**src/hw/rtl/a85_pkg.sv**
```systemverilog
// Shared types, constants and the CRC helper of the ASCII85 line encoder.
// No dependencies; every other file of the encoder refers to this package.
package a85_pkg;

	// Group queue depth between the byte packer and the character back end
	localparam int unsigned QUEUE_DEPTH = 2;

	// Configuration port
	localparam int unsigned ADDR_W = 3;
	localparam logic [0:0] REG_LINE_CHARS = 1'b0;
	localparam logic [7:0] LINE_CHARS_RESET = 8'd80;

	// Line check CRC-32, reflected form
	localparam logic [31:0] CRC_POLY = 32'hEDB88320;
	localparam logic [31:0] CRC_INIT = 32'hFFFFFFFF;

	// Base-85 digits: q = (v * RECIP_85) >> RECIP_SHIFT is exact for any 32-bit v
	localparam logic [6:0] B85_BIAS = 7'd33;
	localparam logic [31:0] RECIP_85 = 32'hC0C0C0C1;
	localparam int unsigned RECIP_SHIFT = 38;
	localparam int unsigned QUO_W = 26;

	// One zero-padded 32-bit group and its end-of-stream mark
	typedef struct packed {
		logic [31:0] value;
		logic last;
	} group_t;

	// Write side of the group queue
	typedef struct packed {
		logic valid;
		group_t item;
	} push_t;

	// Queue status seen by the packer and the back end
	typedef struct packed {
		logic full;
		logic avail;
	} qstat_t;

	// Advance the CRC register over one character
	function automatic logic [31:0] crc_char(input logic [31:0] crc, input logic [7:0] c);
		logic [31:0] r;
		r = crc ^ {24'd0, c};
		for (int k = 0; k < 8; k++) begin
			r = (r >> 1) ^ (CRC_POLY & {32{r[0]}});
		end
		return r;
	endfunction

endpackage

```
**src/hw/rtl/a85_front.sv**
```systemverilog
// Byte packer: accepts input bytes and assembles big-endian 32-bit groups.
// Uses a85_pkg (push_t, qstat_t); feeds a85_queue.
module a85_front (
	input logic clk,
	input logic arst_n,
	input logic in_valid,
	input logic [7:0] data_byte,
	input logic in_last,
	input a85_pkg::qstat_t qstat,
	output logic in_stall,
	output a85_pkg::push_t push
);

	logic [23:0] held_q;
	logic [1:0] fill_q;
	logic accept;
	logic [31:0] packed_val;

	// Hold off new bytes while the group queue has no room
	assign in_stall = qstat.full;
	assign accept = in_valid && !qstat.full;

	// Place the new byte after the held ones and pad with zero bytes
	always_comb begin
		case (fill_q)
			2'd0: packed_val = {data_byte, 24'd0};
			2'd1: packed_val = {held_q[7:0], data_byte, 16'd0};
			2'd2: packed_val = {held_q[15:0], data_byte, 8'd0};
			2'd3: packed_val = {held_q, data_byte};
			default: packed_val = {held_q, data_byte};
		endcase
	end

	// Send a group on the fourth byte or at end of stream
	assign push.valid = accept && (fill_q == 2'd3 || in_last);
	assign push.item.value = packed_val;
	assign push.item.last = in_last;

	// Count bytes held in the current group
	always_ff @(posedge clk or negedge arst_n) begin
		if (!arst_n) begin
			fill_q <= 2'd0;
		end else if (accept) begin
			if (push.valid) begin
				fill_q <= 2'd0;
			end else begin
				fill_q <= fill_q + 2'd1;
			end
		end
	end

	// Shift accepted bytes into the holding register
	always_ff @(posedge clk) begin
		if (accept) begin
			held_q <= {held_q[15:0], data_byte};
		end
	end

endmodule

```
**config.mk**
```make
export PLATFORM = sky130hd
export DESIGN_NAME = a85_front
export DESIGN_NICKNAME = d
export VERILOG_FILES = /design/src/hw/rtl/a85_pkg.sv /design/src/hw/rtl/a85_front.sv
export SDC_FILE = /design/constraint.sdc
export NUM_CORES = 1
export LEC_CHECK = 0
export ABC_AREA = 1
export BUFFER_PORTS_ARGS = -buffer_cell sky130_fd_sc_hd__buf_2
export CAP_MARGIN = 10
export CORE_ASPECT_RATIO = 1.4
export CORE_UTILIZATION = 51
export DETAILED_ROUTE_END_ITERATION = 10
export MAX_ROUTING_LAYER = met4
export PLACE_DENSITY_LB_ADDON = 0.2
export SLEW_MARGIN = 20
export SYNTH_ARGS = -nofsm -noshare
export SYNTH_HDL_FRONTEND = slang
export SYNTH_SLANG_ARGS = --single-unit
```
**constraint.sdc**
```tcl
create_clock -name clk -period 2.4 [get_ports clk]
set_input_delay 0.36 -clock clk [delete_from_list [all_inputs] [get_ports clk]]
set_output_delay 0.36 -clock clk [all_outputs]
set_load 0.05 [all_outputs]
```
[Word level (Yosys, flattened, before mapping)]
Index checks and enable logic that the tools add are counted.
Storage, ports and cells
  flip-flop bits (word level): 26
  bits of input ports: 14
  output and inout bits: 35
  logic and storage cells: 13
Operators by class
  add/subtract/negate cells: 1
  equal/unequal tests: 3
  multiplexer cells: 2
  reductions and logical operators: 5
Operators by type and width (number)
  32-bit case mux with 4 select lines: 1
  2-bit == test, second input constant: 2
  2-bit by 1-bit adder with 2-bit output, second input constant: 1
  2-bit by 1-bit == test with 1-bit output, second input constant: 1
  1-bit logical AND: 2
  2-bit logical NOT: 1
  2-bit 2-to-1 mux: 1
  1-bit logical NOT: 1
  1-bit logical OR: 1

[Longest topological paths before layout]
Gate-level depths: netlist of run 1.
  word-level depth: 4
  gate-level depth with buffers: 8
  depth with buffers taken out: 6

[Worst setup path after synthesis of run 1]
OpenSTA, ideal clock, no wires.
  kind: input-to-output
  start: input port in_valid
  end: output port push[33] (netlist bit)
  arrival: 2.410 ns
  required time: 2.040 ns
  setup slack: -0.370 ns
  stages: 4
  path buffers: 0
  cell sequence: inv_1 nor2_1 inv_1 nor2_1
RTL lines
  start, declared: RTL line a85_front.sv:6  | input logic in_valid,
  end, declared: RTL line a85_front.sv:11  | output a85_pkg::push_t push

==> results of run 1 <==
[logic make-up after synthesis]
family,count (synthesis)
adders and majority gates,5
and+or+nand+nor,137
DFF,26
AOI/OAI and AO/OA,8
buffers and inverters,34
[state kept, by name, indices dropped and copies added, names as in the netlist]
name    count
held_q     24
fill_q      2
[placed cells by master, fill, tap and decap left out, types with 3 or more instances in the layout]
master,netlist,final
a21oi_1,8,8
buf_2,0,47
buf_4,5,5
clkbuf_8,1,3
edfxtp_1,24,24
ha_1,5,3
inv_1,20,20
nand2_1,100,100
nand3_1,10,10
nor2_1,27,26
[final cells by class]
| cell class | count | area share (%) |
|---|---|---|
| clock buffers | 3 | 2.216 |
| clock inverters | 1 | 0.2015 |
| inverters | 21 | 4.365 |
| multi-input cells | 150 | 34.18 |
| flip-flops and latches | 26 | 41.37 |
| well taps | 37 | 2.485 |
| repair buffers | 53 | 15.18 |
[how the worst max path moves through the flow]
stage	startpoint	end	slack (ps)	cells past startpoint
6_report	fill_q[1]	push[27]	120	8
5_1_grt	fill_q[1]	push[27]	-2	8
4_1_cts	fill_q[0]	push[27]	10	7
3_5_place_dp	fill_q[0]	push[27]	320	7
3_3_place_gp	fill_q[0]	push[27]	340	7
2_1_floorplan	in_valid	push[33]	100	4
[where the power goes]
group          internal, mW  switching (mW)
sequential            0.522          0.0219
combinational         0.170           0.553
clock                 0.115           0.133
[through the flow]
step	setup slack, ps	hold slack (ps)
floorplan	101.4	64.41
global placement	343.1	147.3
detailed placement	318.7	147.1
CTS	10.48	315.6
global route	-1.813	311.2
finish	124.7	319.4
[critical path: cells and delay by family, from the launching register on]
family | cells | cell delay [ps]
adder cells (fa/ha/maj) | 1 | 360
buffers and inverters | 3 | 600
flip-flops | 1 | 430
AND/OR/NAND/NOR | 4 | 250
[timing repair]
item / CTS / global route
gates resized for setup: 0 / 2
buffers inserted: 0 / 0
hold buffers: 1 / 0
endpoints found under the setup margin: 0 / 8
hold endpoints to repair: 2 / 0
[synth_stat cells]
library cell	n
nor2_1	27
nand3_1	10
edfxtp_1	24
ha_1	5
clkbuf_8	1
nand2_1	100
inv_1	20
a21oi_1	8
buf_6	6
buf_4	5
clkbuf_2	1
inv_4	1
dfrtp_1	2
[routing by layer]
metal  track usage [%]  vias up
li1                  -      729
met1             25.89      619
met2             37.33       42
met3             3.111        2
met4             6.429        0
met5                 -        -
==> metrics, run 1 <==
total gr overflow=0; Hold Fails Final Rpt=0; worst hold path stage count=1; Detail Placement HPWL=2159 µm; #FFs+latches synth=26; filler cell count=289; Setup TNS Final=0 ps; status=finished, final reports clean; internal reg-to-reg setup slack=1160 ps; antenna violations before repair=0; Warnings, synthesis=0; Pwr Total=1.516 mW; CP max-delay cell=dfrtp_1; placement row count=23; PwrDens=813.5 mW/mm²; Unique masters post-synth=13; clock tree root buffer cell=clkbuf_8; DRC=0; max-slew violation count=0; starting density of the core=54.69%; Die Area=0.003379 mm²; cts bufs inserted=3; Overall Global Routing Usage=21.42%; DRT antenna net count=0; XOR/XNOR Fraction of Synth Area=0%; vias per cell=4.784; minimum clock period=2275 ps; period utilisation layout=94.81%; Routability Congestion=0.7757; ranking of synthesized cells by area=edfxtp_1 (45%), nand2_1 (23%), nor2_1 (6.3%); Die Wd=49.42 µm; met2 wire length=1640 µm; top sig layer=met4; Post-DP Area=0.001803 mm²; count of nets after finishing=274; total number of H-tree levels=1; Synth Cell Area=0.001605 mm²; worst hold-check path type=in2reg; area of the multi-input gates=636.9 µm²; share of layout cells above drive strength 1=23.23%; crit path kind=reg2out; length of routed met3 wiring=150 µm; final WL=3302 µm; dpl cells=286; Post-Synth Simple-Gate Area=32.81%; routed wire length per instance=11.35 µm; Pleak=0.9982 nW; RR Startpoint=fill_q[0]; max_slew headroom=76.87%; FF/Latch Area=770.7 µm²; largest family of logic cells by synthesized area=simple AND/OR/NAND/NOR gates; Hold Path Sink=held_q[2]; Synth area leader=edfxtp_1; Die Y-Extent=68.38 µm; CTS tree=done; CP arrival=1920 ps; num ports=49; Clock transition at path regs=90 ps; DR vias=1,392; Yosys top cell area share=44.89%; fin cells=291; area delta synth->final=16.06%; vias in the first global route=1,173; core box area=0.002935 mm²; Worst R2R End=fill_q[0]; Adder-Cell Fraction of Synth Area=3.897%; Worst Reg-to-Reg Cells=4; final setup vio count=0; global-route wire length before repair=5271 µm; M1 WL=1484 µm; CTS sink count=26; post-synthesis mux area share=0%; crit-path max cell delay=430 ps; First-pass DRT Iterations=4; max frequency=439.5 MHz; cell breakdown of the critical path=inv_1 -> ha_1 -> buf_4 -> nand2_1 -> nand2_1 -> nor2_1 -> nor2_1 -> buf_2; Synth Area in Compound Gates=2.494%; crit path max fanout=9; Mapped Avg Cell Area=7.644 µm²; Inserted Diodes=0; Clock Skew=7.708 ps; utilization after layout=63.47%; worst slew pin tran=346.9 ps; Seq/Total Area, Yosys=48.01%; WP data required=2040 ps; clk_lat worst skew=270 ps; Longest Clk Path Bufs=2; worst vdd ir=0.0005646 V; final instance area=0.001863 mm²; PortBufs=47; initial DRC count=62; Synth Instances=210; Max-Cap Viols=0; syn_nets=229; Hold Crit Start=data_byte[2]; Startpoint Class=flop; largest net degree at the start of global routing=27; CP Capture Type=output port
Note: power is estimated with default switching activity, not from simulation.
==> run 2: changes to the inputs <==
--- a/config.mk
+++ b/config.mk
@@ -9,10 +9,12 @@
 export BUFFER_PORTS_ARGS = -buffer_cell sky130_fd_sc_hd__buf_2
 export CAP_MARGIN = 10
 export CORE_ASPECT_RATIO = 1.4
+export CORE_MARGIN = 5
 export CORE_UTILIZATION = 51
 export DETAILED_ROUTE_END_ITERATION = 10
 export MAX_ROUTING_LAYER = met4
 export PLACE_DENSITY_LB_ADDON = 0.2
+export REMOVE_ABC_BUFFERS = 1
 export SLEW_MARGIN = 20
 export SYNTH_ARGS = -nofsm -noshare
 export SYNTH_HDL_FRONTEND = slang
==> run 2 against run 1 <==
Core utilization shrank 2.3 points. Register-to-register slack is essentially flat. Design area grew 0.54%. First-iteration DRC count shrank 44%. Global-route usage shrank 4.8 points. Combinational power grew 0.6%.
==> metrics, run 2 (same netlist as run 1, synthesis figures left out) <==
cts bufs inserted=3 (unchanged); CP Capture Type=output port (unchanged); Longest Clk Path Bufs=2 (unchanged); cell breakdown of the critical path=inv_1 -> ha_2 -> inv_4 -> nand2_1 -> nor2_1 -> nor2_1 -> buf_2 (was inv_1 -> ha_1 -> buf_4 -> nand2_1 -> nand2_1 -> nor2_1 -> nor2_1 -> buf_2); leading registers by flop count=held_q: 24 flops, fill_q: 2 flops (unchanged); vias in the first global route=1,322 (was 1,173); count of nets after finishing=275 (was 274); Startpoint Class=flop (unchanged); Hold Crit Start=data_byte[6] (was data_byte[2]); total gr overflow=0 (unchanged); share of layout cells above drive strength 1=23.53% (was 23.23%); Clock Skew=3.418 ps (was 7.708 ps); Inserted Diodes=0 (unchanged); worst slew pin tran=338.2 ps (was 346.9 ps); routed wire length per instance=11.66 µm (was 11.35 µm); Pleak=1.004 nW (was 0.9982 nW); global-route wire length before repair=5865 µm (was 5271 µm); clk_lat worst skew=260 ps (was 270 ps); most frequent cells in the layout=nand2_1 (100), buf_2 (47), nor2_1 (26), edfxtp_1 (24), inv_1 (20) (unchanged); initial DRC count=35 (was 62); Die Y-Extent=76.38 µm (was 68.38 µm); clock tree root buffer cell=clkbuf_8 (unchanged); Largest register FFs=24 (unchanged); worst hold-check path type=in2reg (unchanged); crit path kind=reg2out (unchanged); unrepaired setup endpoints after global routing=false; CTS sink count=26 (unchanged); Crit path top cell by count=nor2_1; fin cells=294 (was 291); Die Wd=57.42 µm (was 49.42 µm); dpl cells=289 (was 286); CP max-delay cell=dfrtp_1 (unchanged); final instance area=0.001873 mm² (was 0.001863 mm²); Detail Placement HPWL=2371 µm (was 2159 µm); worst vdd ir=0.0006934 V (was 0.0005646 V); period utilisation layout=92.20% (was 94.81%); dpl ws=305.4 ps (was 318.7 ps); Hold Fails Final Rpt=0 (unchanged); max frequency=451.9 MHz (was 439.5 MHz); largest net degree at the start of global routing=27 (unchanged); Clock transition at path regs=90 ps (about the same); Die Area=0.004385 mm² (was 0.003379 mm²); Overall Global Routing Usage=16.58% (was 21.42%); Crit. Startpoint=fill_q[0] (was fill_q[1]); minimum clock period=2213 ps (was 2275 ps); num ports=49 (unchanged); placement row count=24 (was 23); Post-DP Area=0.001813 mm² (was 0.001803 mm²); final setup vio count=0 (unchanged); vias per cell=4.881 (was 4.784); area delta synth->final=16.68% (was 16.06%); CP arrival=1850 ps (was 1920 ps); PwrDens=811.1 mW/mm² (was 813.5 mW/mm²); core box area=0.003063 mm² (was 0.002935 mm²); crit path max fanout=24 (was 9); max-slew violation count=0 (unchanged); Setup TNS Final=0 ps (unchanged); utilization after layout=61.15% (was 63.47%); antenna violations before repair=0 (unchanged); Routability Congestion=0.7904 (was 0.7757); Pwr Total=1.519 mW (was 1.516 mW); Max-Cap Viols=0 (unchanged); total number of H-tree levels=1 (unchanged); First-pass DRT Iterations=5 (was 4); final WL=3429 µm (was 3302 µm); PortBufs=47 (unchanged); Fin Hold WS=323.3 ps (was 319.4 ps); DRT antenna net count=0 (unchanged); WP data required=2040 ps (about the same); Biggest register=held_q (unchanged); DRC=0 (unchanged); RR Startpoint=fill_q[0] (unchanged); PnR worst setup slack=187.2 ps (was 124.7 ps); DR vias=1,435 (was 1,392); crit-path max cell delay=440 ps (was 430 ps); max_slew headroom=77.46% (was 76.87%); commonest non-fill, non-tap cell in the layout=nand2_1 (unchanged); filler cell count=307 (was 289); CTS tree=done (unchanged); starting density of the core=52.41% (was 54.69%); status=finished, final reports clean (unchanged)
## run 2: changes by cell type in the layout (fill, tap and decap cells not counted), sizes merged
cell    before  now
buf         52   53
clkbuf       3    4
clkinv       1    0
## run 2: routing by layer
| layer | routed length [µm] | vias to the layer above | global-route usage [%] |
|---|---|---|---|
| li1 | - | 731 | - |
| met1 | 1542 | 655 | 22.62 |
| met2 | 1688 | 47 | 26.70 |
| met3 | 182 | 2 | 1.525 |
| met4 | 15 | 0 | 3.480 |
| met5 | 0 | - | - |
## run 2: worst paths after layout
check                                   to  slack (ps)  depth (start not counted)
worst max-delay path              push[26]         190                          7
worst min-delay path             held_q[6]         320                          1
worst max register to register   fill_q[1]        1160                          5
worst min register to register  held_q[23]         480                          0
max in group asynchronous        fill_q[0]        1910                          2
min in group asynchronous        fill_q[1]         400                          2
## run 2: worst max-delay path, delay by kind of cell (launching register included)
family / cells / cell delay, ps
adders and majority gates: 1 / 350
buffers and inverters: 3 / 570
DFF: 1 / 440
and+or+nand+nor: 3 / 230
## run 2: repair_timing
item / in CTS / in global routing
hold buffers: 1 / 0
hold endpoints to repair: 2 / 0
endpoints found under the setup margin: 0 / 8
buffers inserted: 0 / 0
gates resized for setup: 0 / 2
## run 2: layout make-up
| class | instances | area [µm²] | share of cell area [%] |
|---|---|---|---|
| Clock buffer | 4 | 45.04 | 2.405 |
| Tap cell | 39 | 48.80 | 2.605 |
| Multi-Input combinational cell | 150 | 636.9 | 34.00 |
| Timing Repair Buffer | 54 | 290.3 | 15.50 |
| Sequential cell | 26 | 770.7 | 41.15 |
| Inverter | 21 | 81.33 | 4.342 |
## run 2: report_power, final
part | total [mW] | switching (mW) | internal (mW) | leakage, nW
combinational | 0.727 | 0.555 | 0.172 | 0.730
sequential | 0.544 | 0.0220 | 0.522 | 0.251
clock | 0.248 | 0.129 | 0.119 | 0.0228
total | 1.52 | 0.706 | 0.813 | 1.00
==> run 3: changes to the inputs <==
--- a/config.mk
+++ b/config.mk
@@ -14,6 +14,7 @@
 export DETAILED_ROUTE_END_ITERATION = 10
 export MAX_ROUTING_LAYER = met4
 export PLACE_DENSITY_LB_ADDON = 0.2
+export RECOVER_POWER = 100
 export REMOVE_ABC_BUFFERS = 1
 export SLEW_MARGIN = 20
 export SYNTH_ARGS = -nofsm -noshare
==> run 3 against run 2 <==
Largest cell class unchanged. Global-route usage stayed put. Largest power group unchanged. Clock skew is 1.0 ps lower. Sequential share of layout area is 0.73 points higher. Sequential power hardly changed.
==> metrics, run 3 (same netlist as run 1, synthesis figures left out) <==
status=finished, final reports clean (unchanged); Pleak=0.9163 nW (was 1.004 nW); DR vias=1,450 (was 1,435); Largest register FFs=24 (unchanged); period utilisation layout=92.92% (was 92.20%); largest net degree at the start of global routing=27 (unchanged); worst vdd ir=0.0006918 V (was 0.0006934 V); num ports=49 (unchanged); minimum clock period=2230 ps (was 2213 ps); dpl ws=305.4 ps (unchanged); PnR worst setup slack=169.9 ps (was 187.2 ps); CTS sink count=26 (unchanged); core box area=0.003063 mm² (unchanged); count of nets after finishing=275 (unchanged); Longest Clk Path Bufs=2 (unchanged); most frequent cells in the layout=nand2_1 (100), nor2_1 (27), edfxtp_1 (24), clkbuf_1 (23) (was nand2_1 (100), buf_2 (47), nor2_1 (26), edfxtp_1 (24), inv_1 (20)); FF/Latch Area=770.7 µm² (unchanged); Post-CTS Setup Inserts=0 (unchanged); vias in the first global route=1,322 (unchanged); Die Wd=57.42 µm (unchanged); Routability Congestion=0.7904 (unchanged); final setup vio count=0 (unchanged); crit-path max cell delay=440 ps (about the same); worst slew pin tran=1388 ps (was 338.2 ps); antenna violations before repair=0 (unchanged); PortBufs=47 (unchanged); clock tree root buffer cell=clkbuf_8 (unchanged); PwrDens=822.7 mW/mm² (was 811.1 mW/mm²); global-route wire length before repair=5865 µm (unchanged); leading registers by flop count=held_q: 24 flops, fill_q: 2 flops (unchanged); WP data required=2040 ps (about the same); CTS tree=done (unchanged); max-slew violation count=0 (unchanged); vias per cell=4.932 (was 4.881); total gr overflow=0 (unchanged); Inserted Diodes=0 (unchanged); Fin Hold WS=386.8 ps (was 323.3 ps); filler cell count=322 (was 307); area delta synth->final=14.65% (was 16.68%); Clock transition at path regs=80 ps (was 90 ps); Max-Cap Viols=0 (unchanged); DRC=0 (unchanged); Detail Placement HPWL=2371 µm (unchanged); commonest non-fill, non-tap cell in the layout=nand2_1 (unchanged); unrepaired setup endpoints after global routing=false (unchanged); routed wire length per instance=11.68 µm (was 11.66 µm); cell breakdown of the critical path=inv_1 -> ha_1 -> clkbuf_4 -> nand2_1 -> nand3_1 -> nand2_1 -> inv_1 -> clkbuf_2 (was inv_1 -> ha_2 -> inv_4 -> nand2_1 -> nor2_1 -> nor2_1 -> buf_2); max frequency=448.4 MHz (was 451.9 MHz); Startpoint Class=flop (unchanged); Hold Fails Final Rpt=0 (unchanged); First-pass DRT Iterations=4 (was 5); placement row count=24 (unchanged); DRT antenna net count=0 (unchanged); max_slew headroom=7.478% (was 77.46%); CP max-delay cell=dfrtp_1 (unchanged); initial DRC count=30 (was 35); starting density of the core=52.41% (unchanged); Biggest register=held_q (unchanged); CP Capture Type=output port (unchanged); Pwr Total=1.514 mW (was 1.519 mW); Die Area=0.004385 mm² (unchanged); share of layout cells above drive strength 1=14.51% (was 23.53%); clk_lat worst skew=260 ps (about the same); cts bufs inserted=3 (unchanged); crit path max fanout=24 (unchanged); Overall Global Routing Usage=16.58% (unchanged); Clock Skew=2.375 ps (was 3.418 ps); area of the multi-input gates=634.4 µm² (was 636.9 µm²); final WL=3434 µm (was 3429 µm); worst hold-check path type=in2reg (unchanged); crit path kind=reg2out (unchanged); Die Y-Extent=76.38 µm (unchanged); CP arrival=1870 ps (was 1850 ps); total number of H-tree levels=1 (unchanged)
run 3: changes by cell type in the layout (fill, tap and decap cells not counted), sizes merged:
cell and delta:
clkbuf +43, buf -43
run 3: layout make-up:
| type | count | area share, % |
|---|---|---|
| multi-input combinational | 150 | 34.47 |
| sequential | 26 | 41.88 |
| tap | 39 | 2.651 |
| timing repair buffer | 54 | 14.14 |
| clock buffer | 4 | 2.447 |
| inverter | 21 | 4.419 |
run 3: per-stage QoR:
stage          util [%]  std cells  TNS (ps)  instance area, µm²
2_1_floorplan         -        197    -370.1                1481
3_3_place_gp      59.19        289         0                1813
3_5_place_dp      59.19        289         0                1813
4_1_cts           60.99        294         0                1868
5_1_grt           60.09        294         0                1841
6_report          60.09        294         0                1841
run 3: power breakdown:
group          total, mW  internal, mW  switching, mW
Sequential         0.545         0.523         0.0221
Clock              0.248         0.119          0.129
Combinational      0.721         0.164          0.557
Total               1.51         0.806          0.708
run 3: worst paths after layout:
check                           start          to  slack (ps)  depth (start not counted)
setup / recovery            fill_q[0]    push[23]         170                          8
hold / removal                in_last   fill_q[0]         390                          4
setup reg to reg            fill_q[0]   fill_q[1]        1110                          5
hold reg to reg            held_q[15]  held_q[23]         480                          0
max in group asynchronous      arst_n   fill_q[0]        1870                          2
min in group asynchronous      arst_n   fill_q[1]         400                          2
run 3: timing repair:
item / CTS / global route
hold buffers: 1 / 0
resized for setup: 0 / 2
hold endpoints to repair: 2 / 0
endpoints found under the setup margin: 0 / 8
run 3: critical path, delay by kind of cell, from the launching register on:
kind,cells,cell delay [ps]
simple gates,3,240
fa+ha+maj,1,170
buf+inv,4,760
flops,1,440
run 3: per-layer routing:
metal	vias up	wire length (µm)	global-route usage, %	share of wire (%)
met5	-	0	-	0
li1	732	-	-	-
met3	4	202	1.525	5.9
met4	0	34	3.480	0.99
met1	655	1514	22.62	44
met2	59	1683	26.70	49
