## src/hw/rtl/a85_pkg.sv

```systemverilog
// Shared types, constants and the CRC helper of the ASCII85 line encoder.
// No dependencies; every other file of the encoder refers to this package.
package a85_pkg;

	// Group queue depth between the byte packer and the character back end
	localparam int unsigned QUEUE_DEPTH = 2;

	// Configuration port
	localparam int unsigned ADDR_W = 3;
	localparam logic [0:0] REG_LINE_CHARS = 1'b0;
	localparam logic [7:0] LINE_CHARS_RESET = 8'd80;

	// Line check CRC-32, reflected form
	localparam logic [31:0] CRC_POLY = 32'hEDB88320;
	localparam logic [31:0] CRC_INIT = 32'hFFFFFFFF;

	// Base-85 digits: q = (v * RECIP_85) >> RECIP_SHIFT is exact for any 32-bit v
	localparam logic [6:0] B85_BIAS = 7'd33;
	localparam logic [31:0] RECIP_85 = 32'hC0C0C0C1;
	localparam int unsigned RECIP_SHIFT = 38;
	localparam int unsigned QUO_W = 26;

	// One zero-padded 32-bit group and its end-of-stream mark
	typedef struct packed {
		logic [31:0] value;
		logic last;
	} group_t;

	// Write side of the group queue
	typedef struct packed {
		logic valid;
		group_t item;
	} push_t;

	// Queue status seen by the packer and the back end
	typedef struct packed {
		logic full;
		logic avail;
	} qstat_t;

	// Advance the CRC register over one character
	function automatic logic [31:0] crc_char(input logic [31:0] crc, input logic [7:0] c);
		logic [31:0] r;
		r = crc ^ {24'd0, c};
		for (int k = 0; k < 8; k++) begin
			r = (r >> 1) ^ (CRC_POLY & {32{r[0]}});
		end
		return r;
	endfunction

endpackage

```

## src/hw/rtl/a85_queue.sv

```systemverilog
// Short group queue between the byte packer and the character back end.
// Uses a85_pkg (group_t, push_t, qstat_t).
module a85_queue #(
	parameter int unsigned DEPTH = a85_pkg::QUEUE_DEPTH
) (
	input logic clk,
	input logic arst_n,
	input a85_pkg::push_t push,
	input logic pop,
	output a85_pkg::qstat_t qstat,
	output a85_pkg::group_t head
);

	localparam int unsigned PTR_W = (DEPTH > 1) ? $clog2(DEPTH) : 1;
	localparam int unsigned CNT_W = $clog2(DEPTH + 1);
	localparam logic [PTR_W-1:0] LAST_PTR = PTR_W'(DEPTH - 1);
	localparam logic [CNT_W-1:0] FULL_CNT = CNT_W'(DEPTH);

	a85_pkg::group_t slot_q [DEPTH];
	logic [PTR_W-1:0] wr_q;
	logic [PTR_W-1:0] rd_q;
	logic [CNT_W-1:0] count_q;

	assign qstat.full = (count_q == FULL_CNT);
	assign qstat.avail = (count_q != '0);
	assign head = slot_q[rd_q];

	// Store pushed groups
	always_ff @(posedge clk) begin
		if (push.valid) begin
			slot_q[wr_q] <= push.item;
		end
	end

	// Advance pointers and track occupancy
	always_ff @(posedge clk or negedge arst_n) begin
		if (!arst_n) begin
			wr_q <= '0;
			rd_q <= '0;
			count_q <= '0;
		end else begin
			if (push.valid) begin
				wr_q <= (wr_q == LAST_PTR) ? '0 : wr_q + 1'b1;
			end
			if (pop) begin
				rd_q <= (rd_q == LAST_PTR) ? '0 : rd_q + 1'b1;
			end
			case ({push.valid, pop})
				2'b10: count_q <= count_q + 1'b1;
				2'b01: count_q <= count_q - 1'b1;
				default: count_q <= count_q;
			endcase
		end
	end

endmodule

```

## config.mk

```make
export PLATFORM = sky130hd
export DESIGN_NAME = a85_queue
export DESIGN_NICKNAME = d
export VERILOG_FILES = /design/src/hw/rtl/a85_pkg.sv /design/src/hw/rtl/a85_queue.sv
export SDC_FILE = /design/constraint.sdc
export NUM_CORES = 1
export LEC_CHECK = 0
export CORE_MARGIN = 10
export CORE_UTILIZATION = 51
export CTS_CLUSTER_DIAMETER = 30
export CTS_CLUSTER_SIZE = 24
export DETAILED_ROUTE_END_ITERATION = 7
export DONT_BUFFER_PORTS = 1
export PLACE_DENSITY = 0.66
export SETUP_SLACK_MARGIN = 0.1
export SYNTH_ARGS = -nofsm -noshare
export SYNTH_HDL_FRONTEND = slang
export SYNTH_SLANG_ARGS = --single-unit
```

## constraint.sdc

```tcl
create_clock -name clk -period 2.8 [get_ports clk]
set_input_delay 0.56 -clock clk [delete_from_list [all_inputs] [get_ports clk]]
set_output_delay 0.56 -clock clk [all_outputs]
set_load 0.05 [all_outputs]
```

Word level (Yosys, flattened, before mapping)

Memory sizes are Yosys's and may differ from the RTL's.
Cells that the tools add are included.
Widths: inputs -> output; s select.

Register bits: 4
Bits in writable memories: 66
Input port bits: 37
Memories: 1

Add/subtract/negate cells: 4
Equal/unequal tests: 3
Mux-type cells: 5
Reduce and logical (&&, ||, !) cells: 2

Memories:

| memory | depth | bits a word | rd ports | clocked after memory_dff | write ports | line            | source |
|---|---|---|---|---|---|---|---|
| slot_q | 2     | 33          | 1        | 0                        | 1           | a85_queue.sv:19 | `a85_pkg::group_t slot_q [DEPTH];` |

Operators with widths:

| operator            | count |
|---|---|
| $eq 2x2->1 const B  | 2 |
| $mux 1              | 4 |
| $pmux 2 s2          | 1 |
| $reduce_bool 2->1   | 2 |
| $add 1x1->1 const B | 2 |
| $add 2x1->2 const B | 1 |
| $eq 2x1->1 const B  | 1 |
| $sub 2x1->2 const B | 1 |

Longest topological paths before layout

Gate-level depths: netlist (run 1).

Word-level depth: 2
Depth in mapped cells: 5

Worst setup path after synthesis (run 1)

No wires, ideal clock.

Path type: input to register
Start point: input port push[33] in the netlist's numbering
End point: memory slot_q[0][0] in the netlist's numbering, enable pin
Library setup time: 424 ps
Arrival: 2007 ps
Required time: 2376 ps
Path slack: 370 ps
Stages on the path: 2
Buffers on the path: 0
Cell sequence: inv_1 nor2_1

Longest elaborated chain between the ends: 2

RTL lines:

| item                         | line            | source |
|---|---|---|
| start, declared              | a85_queue.sv:8  | `input a85_pkg::push_t push,` |
| $mux 1                       | a85_queue.sv:30 | `if (push.valid) begin` |
| $mux 1 (not written as such) | a85_queue.sv:31 | `slot_q[wr_q] <= push.item;` |
| end, declared                | a85_queue.sv:19 |  |

Every way passes these cells.

==> impl_results.md, run 1 <==
- Outcome: completed
- Layout fillers: roughly 410
- Crit Path Class: flop to output pin
- WP data arrival: 1740 ps
- Post-synthesis sequential area ratio: 76.5%
- Critical Path Start Type: flop
- Seq pwr share: approximately 40%
- Total gr overflow: 0
- Full die area: approximately 8700 um2
- Internal power: 2.28 mW
- Met2 WL: about 2100 um
- Met3 WL: 675 um
- Slew Limit Fails: 0
- Crit path time final: between 2000 and 2500 ps
- Share of cells above drive strength 1: around two fifths
- Worst slack at placement: 833 ps
- Initial antenna violation count: 0
- Yosys top cell area share: between 70 and 80%
- FP Rows: 26
- Final hold violations: 0
- Most common cell in the netlist: edfxtp_1
- CTS tree: built
- Pwr Density: around 1300 nW/um2
- Max_slew headroom: slightly below 70%
- RSZ-0062 raised after global routing: no
- Top_reg_cell synth: edfxtp_1
- Port-buffer cells: 0
- CTS HTree Levels: 3
- Vias in the first global route: 1181
- Asr flop ratio synth: 5.71%
- Initial Util: between 50% and 60%
- Data required, critical path: 2240 ps
- Final setup violation count: 0
- Total number of vias: about 1.1k
- Worst slew pin tran: between 400 and 500 ps
- WL met1: between 1000 and 1500 um
- Clock power share: between 10% and 20%
- Max-cap violations: 0
- Starting DRT DRC Count: 30
- Clock skew: ~5.6 ps
- Peak VDD IR: around 760 uV
- Cell type with the largest total area after synthesis: edfxtp_1
- EDFF count, synth: 66
- Combinational group share of total power: between 40% and 50%
- Worst-Skew Late Latency: between 300 and 400 ps
- Nets: approximately 170
- First-pass GRT wire length: 6570 um
- Seq cells post-synth: 70
- DRC: 0
- Worst setup margin: about 500 ps
- Hold slack final: 322 ps
- Post-CTS Setup Inserts: 0
- HPWL Detailed: slightly above 3000 um
- Post-route setup TNS: 0 ps
- N_diodes: 0
- Largest net degree at the start of global routing: 34
- Num CTS Buffers: 9
- Final period util: between 80% and 90%
- First-pass iteration count of the detailed router: 4
- CTS sink count: 70
- Synth cell count leaders: 66 x edfxtp_1, 29 x mux2_4, 4 x dfrtp_1, 4 x mux2_2
- Mapped Nets: 157
- Switching Fraction: about two fifths
- Post-synthesis instance area: between 2000 and 3000 um2
- Routability congestion estimate: roughly 0.58
- Final Total Pwr: ~3.8 mW
- Crit path max fanout: 21
- Worst-path clk slew: roughly 60 ps
- Final wirelength: roughly 4300 um
- Area Growth Syn to Fin: 9.75%
- F_max: 436 MHz
- CORE AREA: approximately 5000 um2
- Clock Path Buffers: 2
- Hold crit path type: input pin to flop
- Post_cts resized: 0
- Yosys warning total: 0
- Vias per cell: approximately 5.2
- CTS Root Cell: clkbuf_8
- Drt wl/cell: around 21 um
- Hold buffer count at CTS: 1
- Psw: between 1.5 and 2 mW
- DRT antenna net count: 0
- Io pins: 72
- Highest routed layer: met4
- Total Routing Usage GR: around a tenth
- Die width: approximately 93 um
- Yosys cell types: 14
- Syn avg cell area: 22.9 um2
- Dominant cells by area after synthesis: edfxtp_1 73%, mux2_4 16%, dfrtp_1 3.7%, buf_12 2.2%, mux2_2 1.7%
- Gate Count Post-Synth: 119
- Die height: around 93 um
- Pleak: 1.08 nW
- Worst setup EP type: output pin
-- state kept, by name (all words and copies together) (netlist names) --
| signal | flops |
|---|---|
| slot_q | 66 |
| count_q | 2 |
| wr_q | 1 |
| rd_q | 1 |
-- final timing paths --
check                           slack (ps)             to  cells past startpoint       start
worst min register to register         500     count_q[1]                      1  count_q[1]
min in group asynchronous              520     count_q[0]                      1      arst_n
max in group asynchronous             2080           rd_q                      1      arst_n
worst max register to register        1490  slot_q[1][28]                      2        wr_q
worst max-delay path                   500       head[19]                      2        rd_q
worst min-delay path                   320           wr_q                      1    push[33]
-- metal layers --
layer  global-route usage [%]  vias to the layer above
li1                         -                      480
met1                     9.25                      538
met2                     16.3                       51
met3                     8.63                        7
met4                     5.01                        0
met5                        0                        -
-- area by class of cell --
cell class	instances	area, um2	share of cell area (%)
Clock buffer	14	153	5.11
Clock inverter	2	35.0	1.17
Inverter	1	3.75	0.126
Multi-Input combinational cell	44	571	19.1
Sequential cell	70	2080	69.8
Tap cell	70	87.6	2.93
Timing Repair Buffer	5	52.6	1.76
-- kinds of logic after synthesis --
logic type	count (synthesis)	synth area share [%]
xor gates and xnor gates	5	1.61
adders and majority gates	1	0.460
buffers and inverters	5	2.76
DFF	70	76.5
muxes	33	17.7
and+or+nand+nor	5	0.967
-- power groups by stage --
stage | Clock [mW] | Combinational (mW) | Sequential, mW
2_1_floorplan | 0 | 1.51 | 1.47
3_3_place_gp | 0 | 1.52 | 1.53
3_5_place_dp | 0 | 1.53 | 1.54
4_1_cts | 0.779 | 1.54 | 1.52
5_1_grt | 0.822 | 1.57 | 1.55
6_report | 0.753 | 1.51 | 1.52
-- critical path, cell delays in order (launching register included) --
cell     delay [ps]
dfrtp_2         660
buf_12          260
mux2_2          490
-- placed cells by master, fill, tap and decap left out --
cell type | netlist | layout
nor2b_1 | 1 | 1
inv_1 | 1 | 1
clkbuf_8 | 0 | 10
and2_1 | 1 | 1
buf_12 | 3 | 1
clkbuf_1 | 0 | 4
xnor2_1 | 2 | 2
bufinv_16 | 0 | 1
nor2_4 | 0 | 1
nor2_1 | 2 | 1
mux2_4 | 29 | 29
dfrtp_1 | 4 | 3
or2_2 | 1 | 1
ha_1 | 1 | 1
xor2_1 | 3 | 3
clkinv_2 | 0 | 1
edfxtp_1 | 66 | 66
dfrtp_2 | 0 | 1
mux2_2 | 4 | 4
dlygate4sd3_1 | 0 | 1
buf_4 | 0 | 3
-- stage by stage --
step                      area, um2  instances  util (%)
after floorplan                2720        119         -
after global placement         2790        189      54.2
after detailed placement       2790        189      54.2
after CTS                      2990        206      58.1
after global routing           2990        206      58.1
final                          2990        206      58.1
Note: power is estimated with default switching activity, not from simulation.
==> run 2: changes to the inputs <==
- ABC_AREA: not set -> 1
- clock period: 2.8 -> 2.25 ns (I/O delays scaled with it)
==> run 2 against run 1 <==
  * Final area increased by 6.5%
  * Setup slack got worse by 250 ps
  * Non-clock buffer count increased by 36
  * Critical path depth increased by 2
  * Critical path type unchanged
  * Highest routed layer unchanged
==> impl_results.md, run 2 <==
- Outcome: completed
- Drt wl/cell: 16.4 um (-22%)
- Crit path time final: approximately 2000 ps
- Yosys warning total: 0 (unchanged)
- Total number of vias: 1481 (+38%)
- Initial Util: 52.3% (-0.60 points)
- Gate Count Post-Synth: 196 (+65%)
- DRC: 0 (unchanged)
- Mapped Nets: 234 (+49%)
- Worst-Skew Late Latency: 330 ps (about the same)
- First-pass iteration count of the detailed router: 4 (unchanged)
- Most common cell in the netlist: edfxtp_1
- Starting DRT DRC Count: 118 (+290%)
- Syn avg cell area: 13.5 um2 (-41%)
- Simple-Gate Fraction of Synth Area: 6.22% (+5.3 points)
- Share of cells above drive strength 1: 21.3% (-17 points)
- Max-cap violations: 0 (unchanged)
- Asr flop ratio synth: 5.71% (unchanged)
- Routability congestion estimate: 0.738 (+28%)
- Max_slew headroom: 68.2% (-1.0 points)
- Port-buffer cells: 0 (unchanged)
- Clock skew: 5.52 ps (-0.0405 ps)
- Largest register FFs: 66 (unchanged)
- Yosys cell types: 15 (+1)
- Final setup violation count: 0 (unchanged)
- Final hold violations: 0 (unchanged)
- CTS tree: built
- EDFF count, synth: 66 (unchanged)
- Clock Path Buffers: 2 (unchanged)
- Hold crit path type: input pin to flop
- Die width: 92.2 um (-0.95%)
- Vias in the first global route: 1622 (+37%)
- DRT antenna net count: 0 (unchanged)
- Top_reg_cell synth: edfxtp_1
- Area share of fa/ha/maj cells after synthesis: 0.471% (+0.011 points)
- Biggest regs: slot_q: 66 flops, count_q: 2 flops
- Crit Path Class: flop to output pin
- Yosys top cell area share: 74.6% (+1.8 points)
- Peak VDD IR: 906 uV (+20%)
- Dominant cells by area after synthesis: edfxtp_1 75%, o21ai_0 5.7%, inv_1 5.5%, nand2_1 5.5%, dfrtp_1 3.8%
- Fin util: 62.6% (+4.6 points)
- Area Growth Syn to Fin: 19.7%
- Initial antenna violation count: 0 (unchanged)
- Total Routing Usage GR: 12.3% (+1.9 points)
- Nets: 279 (+65%)
- Cell type with the largest total area after synthesis: edfxtp_1
- Slew Limit Fails: 0 (unchanged)
- CTS sink count: 70 (unchanged)
- Worst-path clk slew: 60 ps (about the same)
- CTS HTree Levels: 3 (unchanged)
- Commonest cells after routing, fill and taps aside: 66 x edfxtp_1, 39 x inv_1, 39 x nand2_1, 39 x buf_4, 33 x o21ai_1
- Worst slew pin tran: 476 ps (+13.9 ps)
- F_max: approximately 500 MHz
- FP Rows: 26 (unchanged)
- WP data arrival: 1550 ps (-190 ps)
- CORE AREA: 5070 um2 (-1.3%)
- Cell count after placement: 298 (+58%)
- Post-route setup TNS: 0 ps (unchanged)
- Seq cells post-synth: 70 (unchanged)
- Total gr overflow: 0 (unchanged)
- Final wirelength: 5160 um (+20%)
- Synth cell count leaders: 66 x edfxtp_1, 39 x inv_1, 39 x nand2_1
- Hold slack final: 206 ps (-116 ps)
- Pleak: 1.32 nW (+22%)
- Worst setup EP type: output pin
- Layout fillers: 402 (-1.7%)
- RSZ-0062 raised after global routing: no
- Largest net degree at the start of global routing: 34 (unchanged)
- Die height: 92.2 um (-0.95%)
- Compound-cell area share of the yosys netlist: 6.22% (+6.2 points)
- N_diodes: 0 (unchanged)
- Full die area: 8490 um2 (-1.9%)
- Commonest non-fill, non-tap cell in the layout: edfxtp_1
- XOR/XNOR share of the synthesized area: 0.990% (-0.62 points)
- Post-Layout Cell Count: 314 (+52%)
- Top reg by flops: slot_q
- Num CTS Buffers: 9 (unchanged)
- Data required, critical path: 1800 ps (-440 ps)
- HPWL Detailed: 3760 um (+24%)
- Post-synthesis instance area: 2660 um2 (-2.4%)
- Io pins: 72 (unchanged)
- Pwr Density: 1610 nW/um2 (+27%)
- Vias per cell: 4.72 (-9.7%)
- Crit path max fanout: 19 (-9.5%)
- Main combinational cell family by area after synthesis: buffers and inverters
- First-pass GRT wire length: 7860 um (+20%)
- Final period util: just under 90%
- CTS Root Cell: clkbuf_8
- Multiplexer area fraction after synthesis: 0% (-18 points)
- Critical Path Start Type: flop
- Post-synthesis sequential area ratio: 78.4% (+1.9 points)
-- run 2: worst paths after layout --
| check | from | end | slack [ps] | cells after the start |
|---|---|---|---|---|
| worst min-delay path | pop | rd_q | 210 | 1 |
| worst max-delay path | rd_q | head[32] | 250 | 4 |
| worst max register to register | wr_q | slot_q[1][17] | 820 | 3 |
| max in group asynchronous | arst_n | rd_q | 1650 | 1 |
| worst min register to register | count_q[1] | count_q[1] | 480 | 2 |
| min in group asynchronous | arst_n | rd_q | 400 | 1 |
-- run 2: area by class of cell --
cell class	count	area, um2	share of cell area [%]
Tap cell	70	87.6	2.75
Multi-Input combinational cell	80	377	11.8
Inverter	39	146	4.60
Sequential cell	70	2090	65.6
Clock inverter	3	37.5	1.18
Clock buffer	11	131	4.13
Timing Repair Buffer	41	314	9.88
-- run 2: cell families after synthesis --
kind of cell    after synthesis
buf+inv                      46
compound gates               33
xor+xnor                      3
fa+ha+maj                     1
flops                        70
simple gates                 43
-- run 2: per-stage QoR --
step	setup slack [ps]	area, um2	total power, mW
after floorplan	125	2660	3.56
after global placement	480	2990	4.19
after detailed placement	370	2990	4.25
after CTS	114	3170	5.14
after global routing	134	3180	5.38
final	251	3180	5.11
-- run 2: metal layers --
metal	track usage [%]	vias to the layer above	part of all wire, %
met3	6.76	10	10
met4	7.46	0	2.2
met2	21.1	52	51
met5	0	-	0
li1	-	741	-
met1	11.0	678	36
-- run 2: repair_timing --
| action | CTS | global route |
|---|---|---|
| endpoints found under the setup margin | 18 | 17 |
| resized for setup | 1 | 0 |
| gates cloned | 0 | 0 |
| endpoints found under the hold margin | 4 | 0 |
| buffers inserted | 0 | 1 |
| hold buffers | 1 | 0 |
-- run 2: critical path, stage by stage (launching register included) --
cell and delay, ps:
dfrtp_4 540, buf_4 270, nand2_1 90, o21ai_1 100, buf_4 220
-- run 2: report_power, final --
group / leakage (nW) / total (mW) / internal [mW] / switching (mW)
Combinational: 0.569 / 2.35 / 0.618 / 1.74
Clock: 0.0843 / 0.883 / 0.493 / 0.391
Sequential: 0.666 / 1.87 / 1.74 / 0.130
Total: 1.32 / 5.11 / 2.85 / 2.26
==> run 3: changes to the inputs <==
- CORE_UTILIZATION: 51 -> 61
- PLACE_DENSITY: 0.66 -> 0.77
==> run 3 against run 2 <==
  * Clock-buffer cell count decreased by 2
  * Power increased by 4.1%
  * Non-clock buffer count decreased by 1
  * Hold slack got worse by 7.5 ps
  * Clock power increased by 19%
  * Setup slack improved by 27 ps
  * First-iteration DRC count decreased by 10%
  * Sequential share of layout area decreased by 0.71 points
  * Largest power group unchanged
  * Utilization increased by 15 points
  * Final area increased by 1.1%
  * Clock skew increased by 0.84 ps
==> impl_results.md, run 3 (synthesized netlist as in run 2, its figures left out) <==
- Outcome: completed
- CTS Root Cell: clkbuf_8
- Clock Path Buffers: 2 (unchanged)
- Total number of vias: 1525 (+3.0%)
- Final period util: 87.7% (-1.2 points)
- Nets: 278 (-0.36%)
- Top reg by flops: slot_q
- Die width: 86.0 um (-6.7%)
- Largest net degree at the start of global routing: 36 (+5.9%)
- Port-buffer cells: 0 (unchanged)
- Final setup violation count: 0 (unchanged)
- CP startpoint: rd_q
- N_diodes: 0 (unchanged)
- Worst slew pin tran: 465 ps (-11.1 ps)
- Max_slew headroom: 68.9% (+0.74 points)
- Hold Path Cell Cnt: 1 (unchanged)
- CORE AREA: 4120 um2 (-19%)
- Area Growth Syn to Fin: 21.1%
- DRC: 0 (unchanged)
- WP data arrival: 1520 ps (-30 ps)
- Biggest regs: slot_q: 66 flops, count_q: 2 flops
- Worst-path clk slew: 70 ps (about the same)
- CP cell instances: buf_12 > o21ai_1 > buf_4
- First-pass iteration count of the detailed router: 4 (unchanged)
- Largest register FFs: 66 (unchanged)
- Path depth of the worst reg2reg path: 2 (-1)
- Crit Path Class: flop to output pin
- Pleak: 1.35 nW (+2.3%)
- Io pins: 72 (unchanged)
- Data required, critical path: 1800 ps (about the same)
- Worst setup EP type: output pin
- Setup crit end: head[7]
- Critical Path Start Type: flop
- Initial Util: 64.5% (+12 points)
- Starting DRT DRC Count: 106 (-10%)
- Commonest non-fill, non-tap cell in the layout: edfxtp_1
- Num CTS Buffers: 9 (unchanged)
- Crit path time final: 1970 ps (-26.6 ps)
- Post-route setup TNS: 0 ps (unchanged)
- CTS tree: built
- Slew Limit Fails: 0 (unchanged)
- Worst setup margin: 278 ps (+26.6 ps)
- CTS HTree Levels: 3 (unchanged)
- Vias per cell: 5.17 (+9.6%)
- Die height: 86.0 um (-6.7%)
- Capture point of the worst reg-to-reg path: slot_q[0][12]
- Final wirelength: 5030 um (-2.6%)
- Worst slack at placement: 453 ps (+83.5 ps)
- Final hold violations: 0 (unchanged)
- Fin util: 78.1% (+15 points)
- Pwr Density: 1650 nW/um2 (+2.9%)
- Total Routing Usage GR: 13.3% (+1.0 points)
- Register-to-register setup slack: 960 ps (+140 ps)
- First-pass GRT wire length: 7470 um (-5.0%)
- CTS sink count: 70 (unchanged)
- Hold crit path type: input pin to flop
- Worst r2r src: wr_q
- Drt wl/cell: 17.0 um (+3.7%)
- Max-cap violations: 0 (unchanged)
- Routability congestion estimate: 0.660 (-11%)
- RSZ-0062 raised after global routing: no
- DRT antenna net count: 0 (unchanged)
- Share of cells above drive strength 1: 22.9% (+1.5 points)
- Vias in the first global route: 1547 (-4.6%)
- Clock skew: 6.37 ps (+0.845 ps)
- F_max: 507 MHz (+1.3%)
- Critical path's slowest cell: dfrtp_4
- FP Rows: 23 (-12%)
- Initial antenna violation count: 0 (unchanged)
- CP max stage delay: 580 ps (+40 ps)
- Crit path max fanout: 35 (+16)
- Peak VDD IR: 1250 uV (+38%)
- Commonest cells after routing, fill and taps aside: 66 x edfxtp_1, 39 x inv_1, 39 x nand2_1
- Worst-Skew Late Latency: 330 ps (about the same)
- HPWL Detailed: 3610 um (-3.9%)
- Full die area: 7390 um2 (-13%)
- Total gr overflow: 0 (unchanged)
-- run 3: changes by cell type in the layout (fill, tap and decap cells not counted) --
| cell | before | now |
|---|---|---|
| clkbuf_1 | 2 | 0 |
| bufinv_16 | 1 | 2 |
| buf_12 | 0 | 2 |
| buf_4 | 39 | 36 |
| clkinv_1 | 2 | 1 |
| clkinv_2 | 0 | 3 |
| inv_6 | 0 | 1 |
-- run 3: cell type report --
type | count | area, um2
inverters | 39 | 146
clock inverters | 7 | 87.6
clock buffers | 9 | 124
repair buffers | 40 | 332
well taps | 50 | 62.6
fillers | 233 | 901
multi-input cells | 80 | 377
flip-flops and latches | 70 | 2090
-- run 3: worst min-delay path by stage --
stage	from	to	slack, ps
finish	pop	rd_q	200
global route	pop	rd_q	190
CTS	pop	rd_q	180
detailed placement	arst_n	count_q[1]	150
global placement	arst_n	count_q[1]	150
floorplan	arst_n	count_q[0]	150
-- run 3: per-layer routing --
layer / up-vias / part of all wire (%) / global-route usage, %
li1: 740 / - / -
met1: 723 / 34 / 12.1
met2: 55 / 52 / 22.7
met3: 7 / 12 / 7.47
met4: 0 / 1.4 / 7.49
met5: - / 0 / 0
-- run 3: critical path: cells and delay by family (launching register included) --
family,cells,cell delay (ps)
AOI/OAI and AO/OA,1,170
DFF,1,580
buffers and inverters,2,430
-- run 3: stage by stage --
step | power [mW] | area (um2) | instances | hold WS (ps)
floorplan | 3.56 | 2660 | 196 | 154
global placement | 4.21 | 2980 | 277 | 155
detailed placement | 4.27 | 2980 | 277 | 155
CTS | 5.34 | 3200 | 294 | 183
global route | 5.56 | 3210 | 295 | 186
finish | 5.32 | 3210 | 295 | 199
-- run 3: where the power goes --
group          internal [mW]  switching [mW]  total (mW)  leakage [nW]
Sequential              1.74           0.134        1.87         0.666
Combinational          0.643            1.75        2.39         0.572
Clock                  0.618           0.437        1.05         0.111
Total                   3.00            2.32        5.32          1.35
-- run 3: repair_timing --
item                                    CTS  global route
endpoints found under the setup margin    3             1
hold endpoints to repair                  4             0
buffers inserted                          0             1
resized for setup                         1             0
hold buffers                              1             0
gates cloned                              0             0
